<file path="src/dwa_pkg.sv">
// dwa_pkg: widths, register indexes, reset values and divider handshake types
// for the depth window averager. No dependencies.
`timescale 1ns / 1ps

package dwa_pkg;

    localparam int COORD_W    = 12;
    localparam int DEPTH_W    = 16;
    localparam int SIDE_W     = 5;
    localparam int SUM_W      = 24;
    localparam int CNT_W      = 9;
    localparam int AVG_W      = 16;
    localparam int GEO_W      = 14;
    localparam int CFG_IDX_W  = 3;
    localparam int CFG_DATA_W = 12;
    localparam int NUM_WIN    = 3;

    localparam logic [CNT_W-1:0] COUNT_MAX = '1;
    localparam logic [SUM_W-1:0] SUM_MAX   = '1;

    localparam logic [CFG_IDX_W-1:0] REG_FRAME_WIDTH    = 3'd0;
    localparam logic [CFG_IDX_W-1:0] REG_FRAME_HEIGHT   = 3'd1;
    localparam logic [CFG_IDX_W-1:0] REG_SIDE_MARGIN    = 3'd2;
    localparam logic [CFG_IDX_W-1:0] REG_WINDOW_WIDTH   = 3'd3;
    localparam logic [CFG_IDX_W-1:0] REG_WINDOW_HEIGHT  = 3'd4;
    localparam logic [CFG_IDX_W-1:0] REG_VERTICAL_SHIFT = 3'd5;

    localparam logic [COORD_W-1:0] RST_FRAME_WIDTH    = 12'd640;
    localparam logic [COORD_W-1:0] RST_FRAME_HEIGHT   = 12'd480;
    localparam logic [COORD_W-1:0] RST_SIDE_MARGIN    = 12'd40;
    localparam logic [SIDE_W-1:0]  RST_WINDOW_WIDTH   = 5'd9;
    localparam logic [SIDE_W-1:0]  RST_WINDOW_HEIGHT  = 5'd9;
    localparam logic [COORD_W-1:0] RST_VERTICAL_SHIFT = 12'd30;

    typedef struct packed {
        logic             start;
        logic [SUM_W-1:0] dividend;
        logic [CNT_W-1:0] divisor;
    } dwa_div_req_t;

    typedef struct packed {
        logic             done;
        logic [AVG_W-1:0] quotient;
    } dwa_div_rsp_t;

endpackage

</file>
<file path="src/dwa_channels.sv">
// dwa_channels: valid/ready channel interfaces for pixel items, result items
// and configuration writes. Depends on dwa_pkg.
`timescale 1ns / 1ps

interface dwa_pixel_if;
    import dwa_pkg::*;
    logic               valid;
    logic               ready;
    logic [COORD_W-1:0] pixel_row;
    logic [COORD_W-1:0] pixel_col;
    logic [DEPTH_W-1:0] depth_value;
    logic               frame_last;

    modport source (output valid, pixel_row, pixel_col, depth_value, frame_last,
                    input ready);
    modport sink   (input valid, pixel_row, pixel_col, depth_value, frame_last,
                    output ready);
endinterface

interface dwa_result_if;
    import dwa_pkg::*;
    logic             valid;
    logic             ready;
    logic [AVG_W-1:0] left_average;
    logic [AVG_W-1:0] center_average;
    logic [AVG_W-1:0] right_average;

    modport source (output valid, left_average, center_average, right_average,
                    input ready);
    modport sink   (input valid, left_average, center_average, right_average,
                    output ready);
endinterface

interface dwa_cfg_if;
    import dwa_pkg::*;
    logic                  valid;
    logic                  ready;
    logic [CFG_IDX_W-1:0]  index;
    logic [CFG_DATA_W-1:0] data;

    modport source (output valid, index, data, input ready);
    modport sink   (input valid, index, data, output ready);
endinterface

</file>
<file path="src/dwa_divider.sv">
// dwa_divider: restoring divider, one quotient bit per cycle, sum / count.
// Depends on dwa_pkg.
`timescale 1ns / 1ps

module dwa_divider
(
    input  logic                 clk,
    input  logic                 rst_n,
    input  dwa_pkg::dwa_div_req_t req,
    output dwa_pkg::dwa_div_rsp_t rsp
);
    import dwa_pkg::*;

    localparam int STEP_W = $clog2(SUM_W);
    localparam logic [STEP_W-1:0] LAST_STEP = STEP_W'(SUM_W - 1);

    logic              busy_reg,  busy_next;
    logic              done_reg,  done_next;
    logic [STEP_W-1:0] step_reg,  step_next;
    logic [CNT_W-1:0]  rem_reg,   rem_next;
    logic [SUM_W-1:0]  quo_reg,   quo_next;
    logic [CNT_W-1:0]  div_reg,   div_next;

    logic [CNT_W:0]    rem_shift;
    logic [CNT_W+1:0]  diff;

    always_comb
    begin
        rem_shift = {rem_reg, quo_reg[SUM_W-1]};
        diff      = {1'b0, rem_shift} - {2'b0, div_reg};

        busy_next = busy_reg;
        done_next = 1'b0;
        step_next = step_reg;
        rem_next  = rem_reg;
        quo_next  = quo_reg;
        div_next  = div_reg;

        if (req.start)
        begin
            busy_next = 1'b1;
            step_next = '0;
            rem_next  = '0;
            quo_next  = req.dividend;
            div_next  = req.divisor;
        end
        else if (busy_reg)
        begin
            if (diff[CNT_W+1])
            begin
                rem_next = rem_shift[CNT_W-1:0];
                quo_next = {quo_reg[SUM_W-2:0], 1'b0};
            end
            else
            begin
                rem_next = diff[CNT_W-1:0];
                quo_next = {quo_reg[SUM_W-2:0], 1'b1};
            end
            step_next = step_reg + 1'b1;
            if (step_reg == LAST_STEP)
            begin
                busy_next = 1'b0;
                done_next = 1'b1;
            end
        end
    end

    always_ff @(posedge clk or negedge rst_n)
    begin
        if (!rst_n)
        begin
            busy_reg <= 1'b0;
            done_reg <= 1'b0;
            step_reg <= '0;
        end
        else
        begin
            busy_reg <= busy_next;
            done_reg <= done_next;
            step_reg <= step_next;
        end
    end

    always_ff @(posedge clk)
    begin
        rem_reg <= rem_next;
        quo_reg <= quo_next;
        div_reg <= div_next;
    end

    // sum <= count * 65535 once saturation is accounted for, so 16 bits hold it
    assign rsp.done     = done_reg;
    assign rsp.quotient = quo_reg[AVG_W-1:0];

endmodule

</file>
<file path="src/depth_window_average.sv">
// depth_window_average: top level, window geometry, accumulators and sequencer.
// Depends on dwa_pkg, dwa_channels and dwa_divider.
`timescale 1ns / 1ps

// Accumulates nonzero depth samples falling in three equal windows (left,
// centre, right) at one height of a streamed frame and, on the pixel marked
// frame_last, returns the three truncated means and clears the sums. A pixel
// is taken in, then goes once per window through the shared compare-and-
// accumulate unit. After the last pixel of a frame the three 24-step
// divisions run on the single shared divider and the result register is
// loaded; it then waits for the sink without holding up the next frame's
// pixels. Configuration writes are always taken.
module depth_window_average
#(
    parameter int MAX_WINDOW_SIDE = 16
)
(
    input  logic clk,
    input  logic rst_n,
    dwa_pixel_if.sink    pixel,
    dwa_result_if.source result,
    dwa_cfg_if.sink      cfg
);
    import dwa_pkg::*;

    localparam int SIDE_CAP = (MAX_WINDOW_SIDE > 31) ? 31 : MAX_WINDOW_SIDE;

    localparam logic [2:0] S_IDLE     = 3'd0;
    localparam logic [2:0] S_ACC      = 3'd1;
    localparam logic [2:0] S_DIV_GO   = 3'd2;
    localparam logic [2:0] S_DIV_WAIT = 3'd3;
    localparam logic [2:0] S_OUT      = 3'd4;

    localparam logic [1:0] WIN_LEFT   = 2'd0;
    localparam logic [1:0] WIN_CENTRE = 2'd1;
    localparam logic [1:0] WIN_RIGHT  = 2'd2;

    // configuration
    logic [COORD_W-1:0] frame_width_reg;
    logic [COORD_W-1:0] frame_height_reg;
    logic [COORD_W-1:0] side_margin_reg;
    logic [SIDE_W-1:0]  window_width_reg;
    logic [SIDE_W-1:0]  window_height_reg;
    logic [COORD_W-1:0] vertical_shift_reg;

    // sequencer
    logic [2:0] state_reg, state_next;
    logic [1:0] win_reg,   win_next;

    // captured pixel
    logic [COORD_W-1:0] row_reg;
    logic [COORD_W-1:0] col_reg;
    logic [DEPTH_W-1:0] depth_reg;
    logic               last_reg;

    logic [SUM_W-1:0] sums_reg   [NUM_WIN];
    logic [CNT_W-1:0] counts_reg [NUM_WIN];
    logic [AVG_W-1:0] avg_reg    [NUM_WIN];

    logic             out_valid_reg;
    logic [AVG_W-1:0] out_left_reg;
    logic [AVG_W-1:0] out_centre_reg;
    logic [AVG_W-1:0] out_right_reg;

    logic pixel_take;
    logic out_load;

    // geometry
    logic [SIDE_W-1:0]       win_w;
    logic [SIDE_W-1:0]       win_h;
    logic signed [GEO_W-1:0] top_s;
    logic signed [GEO_W-1:0] bottom_s;
    logic signed [GEO_W-1:0] cols_minus_w;
    logic signed [GEO_W-1:0] left_sel;
    logic signed [GEO_W-1:0] row_s;
    logic signed [GEO_W-1:0] col_s;
    logic                    row_hit;
    logic                    col_hit;
    logic                    win_hit;

    logic [SUM_W:0]   sum_add;
    logic [SUM_W-1:0] sum_sat;

    dwa_div_req_t div_req;
    dwa_div_rsp_t div_rsp;

    assign pixel_take = pixel.valid && pixel.ready;
    assign pixel.ready = (state_reg == S_IDLE);
    assign cfg.ready   = 1'b1;

    always_ff @(posedge clk or negedge rst_n)
    begin
        if (!rst_n)
        begin
            frame_width_reg    <= RST_FRAME_WIDTH;
            frame_height_reg   <= RST_FRAME_HEIGHT;
            side_margin_reg    <= RST_SIDE_MARGIN;
            window_width_reg   <= RST_WINDOW_WIDTH;
            window_height_reg  <= RST_WINDOW_HEIGHT;
            vertical_shift_reg <= RST_VERTICAL_SHIFT;
        end
        else if (cfg.valid && cfg.ready)
        begin
            case (cfg.index)
                REG_FRAME_WIDTH:    frame_width_reg    <= cfg.data;
                REG_FRAME_HEIGHT:   frame_height_reg   <= cfg.data;
                REG_SIDE_MARGIN:    side_margin_reg    <= cfg.data;
                REG_WINDOW_WIDTH:   window_width_reg   <= cfg.data[SIDE_W-1:0];
                REG_WINDOW_HEIGHT:  window_height_reg  <= cfg.data[SIDE_W-1:0];
                REG_VERTICAL_SHIFT: vertical_shift_reg <= cfg.data;
                default: ;
            endcase
        end
    end

    // window geometry; a negative top needs no clip as rows are never negative
    always_comb
    begin
        win_w = (window_width_reg > SIDE_W'(SIDE_CAP)) ? SIDE_W'(SIDE_CAP)
                                                        : window_width_reg;
        win_h = (window_height_reg > SIDE_W'(SIDE_CAP)) ? SIDE_W'(SIDE_CAP)
                                                         : window_height_reg;
        top_s    = $signed({3'b0, frame_height_reg[COORD_W-1:1]})
                 - $signed({2'b0, vertical_shift_reg});
        bottom_s = top_s + $signed({{(GEO_W-SIDE_W){1'b0}}, win_h});
        cols_minus_w = $signed({2'b0, frame_width_reg})
                     - $signed({{(GEO_W-SIDE_W){1'b0}}, win_w});

        case (win_reg)
            WIN_LEFT:   left_sel = $signed({2'b0, side_margin_reg});
            // halve, rounding toward zero
            WIN_CENTRE: left_sel = (cols_minus_w
                                    + $signed({{(GEO_W-1){1'b0}}, cols_minus_w[GEO_W-1]}))
                                   >>> 1;
            WIN_RIGHT:  left_sel = cols_minus_w - $signed({2'b0, side_margin_reg});
            default:    left_sel = '0;
        endcase

        row_s = $signed({2'b0, row_reg});
        col_s = $signed({2'b0, col_reg});

        row_hit = (row_reg < frame_height_reg) && (row_s >= top_s) && (row_s < bottom_s);
        col_hit = (col_reg < frame_width_reg) && (col_s >= left_sel)
               && (col_s < left_sel + $signed({{(GEO_W-SIDE_W){1'b0}}, win_w}));
        win_hit = (depth_reg != '0) && row_hit && col_hit
               && (counts_reg[win_reg] != COUNT_MAX);

        sum_add = {1'b0, sums_reg[win_reg]} + {{(SUM_W+1-DEPTH_W){1'b0}}, depth_reg};
        sum_sat = sum_add[SUM_W] ? SUM_MAX : sum_add[SUM_W-1:0];
    end

    always_comb
    begin
        state_next = state_reg;
        win_next   = win_reg;
        out_load   = 1'b0;
        case (state_reg)
            S_IDLE:
            begin
                if (pixel_take)
                begin
                    state_next = S_ACC;
                    win_next   = WIN_LEFT;
                end
            end
            S_ACC:
            begin
                if (win_reg == WIN_RIGHT)
                begin
                    win_next   = WIN_LEFT;
                    state_next = last_reg ? S_DIV_GO : S_IDLE;
                end
                else
                begin
                    win_next = win_reg + 1'b1;
                end
            end
            S_DIV_GO:
            begin
                state_next = S_DIV_WAIT;
            end
            S_DIV_WAIT:
            begin
                if (div_rsp.done)
                begin
                    if (win_reg == WIN_RIGHT)
                    begin
                        state_next = S_OUT;
                        win_next   = WIN_LEFT;
                    end
                    else
                    begin
                        state_next = S_DIV_GO;
                        win_next   = win_reg + 1'b1;
                    end
                end
            end
            S_OUT:
            begin
                if (!out_valid_reg || result.ready)
                begin
                    out_load   = 1'b1;
                    state_next = S_IDLE;
                end
            end
            default:
            begin
                state_next = S_IDLE;
                win_next   = WIN_LEFT;
            end
        endcase
    end

    always_ff @(posedge clk or negedge rst_n)
    begin
        if (!rst_n)
        begin
            state_reg     <= S_IDLE;
            win_reg       <= WIN_LEFT;
            out_valid_reg <= 1'b0;
            for (int k = 0; k < NUM_WIN; k++)
            begin
                sums_reg[k]   <= '0;
                counts_reg[k] <= '0;
            end
        end
        else
        begin
            state_reg <= state_next;
            win_reg   <= win_next;
            if (out_load)
                out_valid_reg <= 1'b1;
            else if (result.ready)
                out_valid_reg <= 1'b0;

            if (state_reg == S_ACC && win_hit)
            begin
                sums_reg[win_reg]   <= sum_sat;
                counts_reg[win_reg] <= counts_reg[win_reg] + 1'b1;
            end
            else if (state_reg == S_DIV_WAIT && div_rsp.done)
            begin
                sums_reg[win_reg]   <= '0;
                counts_reg[win_reg] <= '0;
            end
        end
    end

    always_ff @(posedge clk)
    begin
        if (pixel_take)
        begin
            row_reg   <= pixel.pixel_row;
            col_reg   <= pixel.pixel_col;
            depth_reg <= pixel.depth_value;
            last_reg  <= pixel.frame_last;
        end
        if (state_reg == S_DIV_WAIT && div_rsp.done)
            avg_reg[win_reg] <= (counts_reg[win_reg] == '0) ? '0 : div_rsp.quotient;
        if (out_load)
        begin
            out_left_reg   <= avg_reg[WIN_LEFT];
            out_centre_reg <= avg_reg[WIN_CENTRE];
            out_right_reg  <= avg_reg[WIN_RIGHT];
        end
    end

    assign div_req.start    = (state_reg == S_DIV_GO);
    assign div_req.dividend = sums_reg[win_reg];
    assign div_req.divisor  = counts_reg[win_reg];

    dwa_divider u_divider
    (
        .clk   (clk),
        .rst_n (rst_n),
        .req   (div_req),
        .rsp   (div_rsp)
    );

    assign result.valid          = out_valid_reg;
    assign result.left_average   = out_left_reg;
    assign result.center_average = out_centre_reg;
    assign result.right_average  = out_right_reg;

    a_result_after_div: assert property (@(posedge clk) disable iff (!rst_n)
        out_load |-> $past(state_reg == S_DIV_WAIT) || $past(state_reg == S_OUT))
        else $error("result loaded without a completed division pass");

    a_done_when_waiting: assert property (@(posedge clk) disable iff (!rst_n)
        div_rsp.done |-> state_reg == S_DIV_WAIT)
        else $error("divider finished outside the wait state");

    a_cleared_on_result: assert property (@(posedge clk) disable iff (!rst_n)
        out_load |-> counts_reg[WIN_LEFT] == '0 && counts_reg[WIN_CENTRE] == '0
                     && counts_reg[WIN_RIGHT] == '0 && sums_reg[WIN_LEFT] == '0
                     && sums_reg[WIN_CENTRE] == '0 && sums_reg[WIN_RIGHT] == '0)
        else $error("accumulators not cleared at frame end");

endmodule

</file>
<file path="src/flat_wrapper.sv">
// flat-port wrapper written by rule: the top's interface ports become plain ports
module depth_window_average_flat import dwa_pkg::*;
#(
    parameter int MAX_WINDOW_SIDE = 16
)
  (clk, rst_n, pixel_valid, pixel_pixel_row, pixel_pixel_col, pixel_depth_value, pixel_frame_last, pixel_ready, result_valid, result_left_average, result_center_average, result_right_average, result_ready, cfg_valid, cfg_index, cfg_data, cfg_ready);
  dwa_pixel_if pixel_i ();
  dwa_result_if result_i ();
  dwa_cfg_if cfg_i ();
  input  logic clk;
  input  logic rst_n;
  input wire logic [$bits(pixel_i.valid)-1:0] pixel_valid;
  input wire logic [$bits(pixel_i.pixel_row)-1:0] pixel_pixel_row;
  input wire logic [$bits(pixel_i.pixel_col)-1:0] pixel_pixel_col;
  input wire logic [$bits(pixel_i.depth_value)-1:0] pixel_depth_value;
  input wire logic [$bits(pixel_i.frame_last)-1:0] pixel_frame_last;
  output wire logic [$bits(pixel_i.ready)-1:0] pixel_ready;
  output wire logic [$bits(result_i.valid)-1:0] result_valid;
  output wire logic [$bits(result_i.left_average)-1:0] result_left_average;
  output wire logic [$bits(result_i.center_average)-1:0] result_center_average;
  output wire logic [$bits(result_i.right_average)-1:0] result_right_average;
  input wire logic [$bits(result_i.ready)-1:0] result_ready;
  input wire logic [$bits(cfg_i.valid)-1:0] cfg_valid;
  input wire logic [$bits(cfg_i.index)-1:0] cfg_index;
  input wire logic [$bits(cfg_i.data)-1:0] cfg_data;
  output wire logic [$bits(cfg_i.ready)-1:0] cfg_ready;
  assign pixel_i.valid = pixel_valid;
  assign pixel_i.pixel_row = pixel_pixel_row;
  assign pixel_i.pixel_col = pixel_pixel_col;
  assign pixel_i.depth_value = pixel_depth_value;
  assign pixel_i.frame_last = pixel_frame_last;
  assign pixel_ready = pixel_i.ready;
  assign result_valid = result_i.valid;
  assign result_left_average = result_i.left_average;
  assign result_center_average = result_i.center_average;
  assign result_right_average = result_i.right_average;
  assign result_i.ready = result_ready;
  assign cfg_i.valid = cfg_valid;
  assign cfg_i.index = cfg_index;
  assign cfg_i.data = cfg_data;
  assign cfg_ready = cfg_i.ready;
  depth_window_average #(.MAX_WINDOW_SIDE(MAX_WINDOW_SIDE)) u_core (.clk(clk), .rst_n(rst_n), .pixel(pixel_i), .result(result_i), .cfg(cfg_i));
endmodule
</file>
<file path="config.mk">
export PLATFORM = sky130hd
export DESIGN_NAME = depth_window_average_flat
export DESIGN_NICKNAME = d
export VERILOG_FILES = /design/src/dwa_pkg.sv /design/src/dwa_channels.sv /design/src/dwa_divider.sv /design/src/depth_window_average.sv /design/src/flat_wrapper.sv
export SDC_FILE = /design/constraint.sdc
export NUM_CORES = 1
export LEC_CHECK = 0
export ABC_AREA = 1
export BUFFER_PORTS_ARGS = -buffer_cell sky130_fd_sc_hd__buf_2
export CORE_MARGIN = 2
export CORE_UTILIZATION = 42
export CTS_CLUSTER_SIZE = 10
export DETAILED_ROUTE_END_ITERATION = 12
export MAX_ROUTING_LAYER = met4
export SYNTH_ARGS = -nofsm -noshare
export SYNTH_HDL_FRONTEND = slang
export SYNTH_HIERARCHICAL = 1
export SYNTH_SLANG_ARGS = --single-unit
</file>
<file path="constraint.sdc">
create_clock -name clk -period 17.21 [get_ports clk]
set_clock_uncertainty 0.2 [all_clocks]
set_input_delay 3.442 -clock clk [delete_from_list [all_inputs] [get_ports clk]]
set_output_delay 3.442 -clock clk [all_outputs]
set_load 0.1 [all_outputs]
</file>
==> flow_summary.toml <==
[status]
status = "finished, final reports clean"

[setup_path]
slowest_stage = "buf_4"
arrival_ns = 8.90
r2r_slack_ns = 8.57
critPathLaunchType = "flip-flop"
critPathTopFamily = "simple AND/OR/NAND/NOR gates"
rr_startpoint = "u_core/window_width_reg[4]"
end_kind = "flip-flop"
critPathKind = "flip-flop to flip-flop"
rr_worst_depth = 39
crit_start = "u_core/window_width_reg[4]"
cp_max_fo = 85
timing.rr.end = "u_core/counts_reg[19]"
crit_buf_inv = 8
cp.required_ns = 17.47
critPathMaxStageDelay_ns = 0.73
crit_top_cell = "nand2_1"

[global_route]
overflow = 0
track_usage_pct = 21.4
grt_max_degree = 86
grt_pass1_vias = 17151
grt_pass1_wl_um = 89900
antenna_found_initial = 1

[power]
peakVddDrop_v = 0.0000957
power_density_mw_per_mm2 = 143
power_mw = 3.45
cellLeakagePower_nw = 11.7

[synthesis]
synth.net_count = 2985
synthCells = 2781
synth.cell_area_sq_mm = 0.0217
yosys_warnings = 6
avgSynthCellArea_sq_um = 7.81
synth_edf_count = 170
ys_async_sr_fraction_pct = 48.7
synth_seq_cells = 349
synth_cell_types = 59
synth-main-ff-cell = "edfxtp_1"
synth_seq_area_share_pct = 44.0

[run]
cap_violations = 0

[drt]
first_pass_iters = 5
vias_per_cell = 5.14
drc_errors = 0
route.antenna.remaining_nets = 0
finalWirelength_um = 55600
drtIter0Drc = 1492
num_vias = 18247
routedWlPerCell_um = 15.7

[hold_path]
hold_path_end = "u_core/result.center_average[10]"
hold_path_depth = 0
hold_path_class = "flip-flop to flip-flop"
min-delay-start = "u_core/avg_reg[1][10]"

[final_layout]
final_cell_mix = "nand2_1 (959), inv_1 (368), nor2_1 (206), edfxtp_1 (170), dfrtp_1 (154)"
diodes = 0
fin_nets = 3042
fillers = 4944
drive_gt1_share_pct = 9.12
area_growth_pct = 10.9
final_common_cell = "nand2_1"
largest_register_ffs = 72

[floorplanning]
die_h_um = 231
rows = 83
ios = 112
dieArea_sq_mm = 0.0536
initial_core_util_pct = 42.4
core-area_sq_mm = 0.0512
die_x_um = 231

[cts]
clock-root-buffer = "clkbuf_16"
clk_pin_slew_ns = 0.05
clockBufferDepth = 3
cts_buffers = 44
clkLatencyLatePin_ns = 0.58
post_cts.repair.setup_buffers = 0
postCtsHoldBufs = 0
tritoncts = "yes"
cts_resized = 0
cts.sinks = 349
htreeDepth = 2

[timing]
tns_ns = 0
relSlewSlack_pct = 18.2
fmax_mhz = 116
fin_crit_sh_pct = 50.2
final-hold-violation-count = 0
rsz0062_at_grt = "false"
hold_ws_ns = 0.215
fin_crit_ns = 8.64
tightest_slew_ns = 1.22
setup_violations = 0
slew_viol_final = 0
timing.final.ws_setup_ns = 8.57

[placement]
place_ws_ns = 8.72
place.gp.congestion = 0.861
dp_hpwl_um = 38200
portBuffers = 110
[worst max path at each step]
stage                       endpoint  slack (ns)  cells after the start
3_3_place_gp   u_core/counts_reg[20]        8.92                     39
4_1_cts          u_core/sums_reg[33]        8.67                     39
2_1_floorplan      u_core/col_reg[0]       10.22                      2
5_1_grt          u_core/sums_reg[53]        7.80                     39
6_report       u_core/counts_reg[19]        8.57                     39
3_5_place_dp     u_core/sums_reg[33]        8.72                     39
[cells by family (layout without fill, tap and decap cells)]
kind of cell	after synthesis	count (layout)	share of synthesized area, %
and+or+nand+nor	1454	1454	28.1
buffers and inverters	502	594	9.80
DFF	349	349	44.0
AOI/OAI and AO/OA	283	283	7.61
adders and majority gates	143	143	8.47
xor gates and xnor gates	49	49	2.04
other	1	1	0.0173
[power breakdown]
group          internal (mW)  leakage, nW  switching [mW]
logic                  0.464         7.18            1.01
clock network          0.556        0.702           0.358
registers              0.993         3.81          0.0756
[stage by stage]
stage,utilization (%),std cells,cell area (sq um)
after floorplan,-,2781,21700
final,47.1,3553,24100
after CTS,47.1,3553,24100
after detailed placement,44.3,3472,22700
after global routing,47.1,3553,24100
after global placement,44.3,3472,22700
[per-layer routing]
metal / track usage (%) / part of all wire (%) / vias up
li1: - / - / 9126
met1: 29.4 / 47 / 8453
met2: 32.8 / 44 / 559
met3: 2.98 / 6.3 / 109
met4: 6.63 / 2.5 / 0
met5: - / 0 / -
[final cells by class]
type	count	area (sq um)	share of cell area, %
inverter	381	1430	5.94
timing repair buffer	132	722	3.00
sequential	349	9560	39.7
clock buffer	74	1330	5.50
clock inverter	7	115	0.478
multi-input combinational	1930	10100	41.9
tap	680	851	3.53
[synthesized netlist by cell type (all sizes together), types with 9 or more instances]
cell type,n,area share [%]
nor2,221,4.0
o21ai,121,2.8
nand4,129,3.7
xor2,36,1.5
ha,136,7.8
xnor2,13,0.52
inv,379,6.6
a22oi,22,0.76
dfrtp,154,18
nor3,19,0.44
nand2,968,17
clkbuf,40,0.69
nand3,98,2.5
dfstp,16,1.9
buf,81,2.5
a21oi,76,1.8
o221ai,14,0.56
o21a,11,0.38
dfxtp,9,0.83
edfxtp,170,23
a31oi,9,0.26
(Power assumes the default switching activity.)
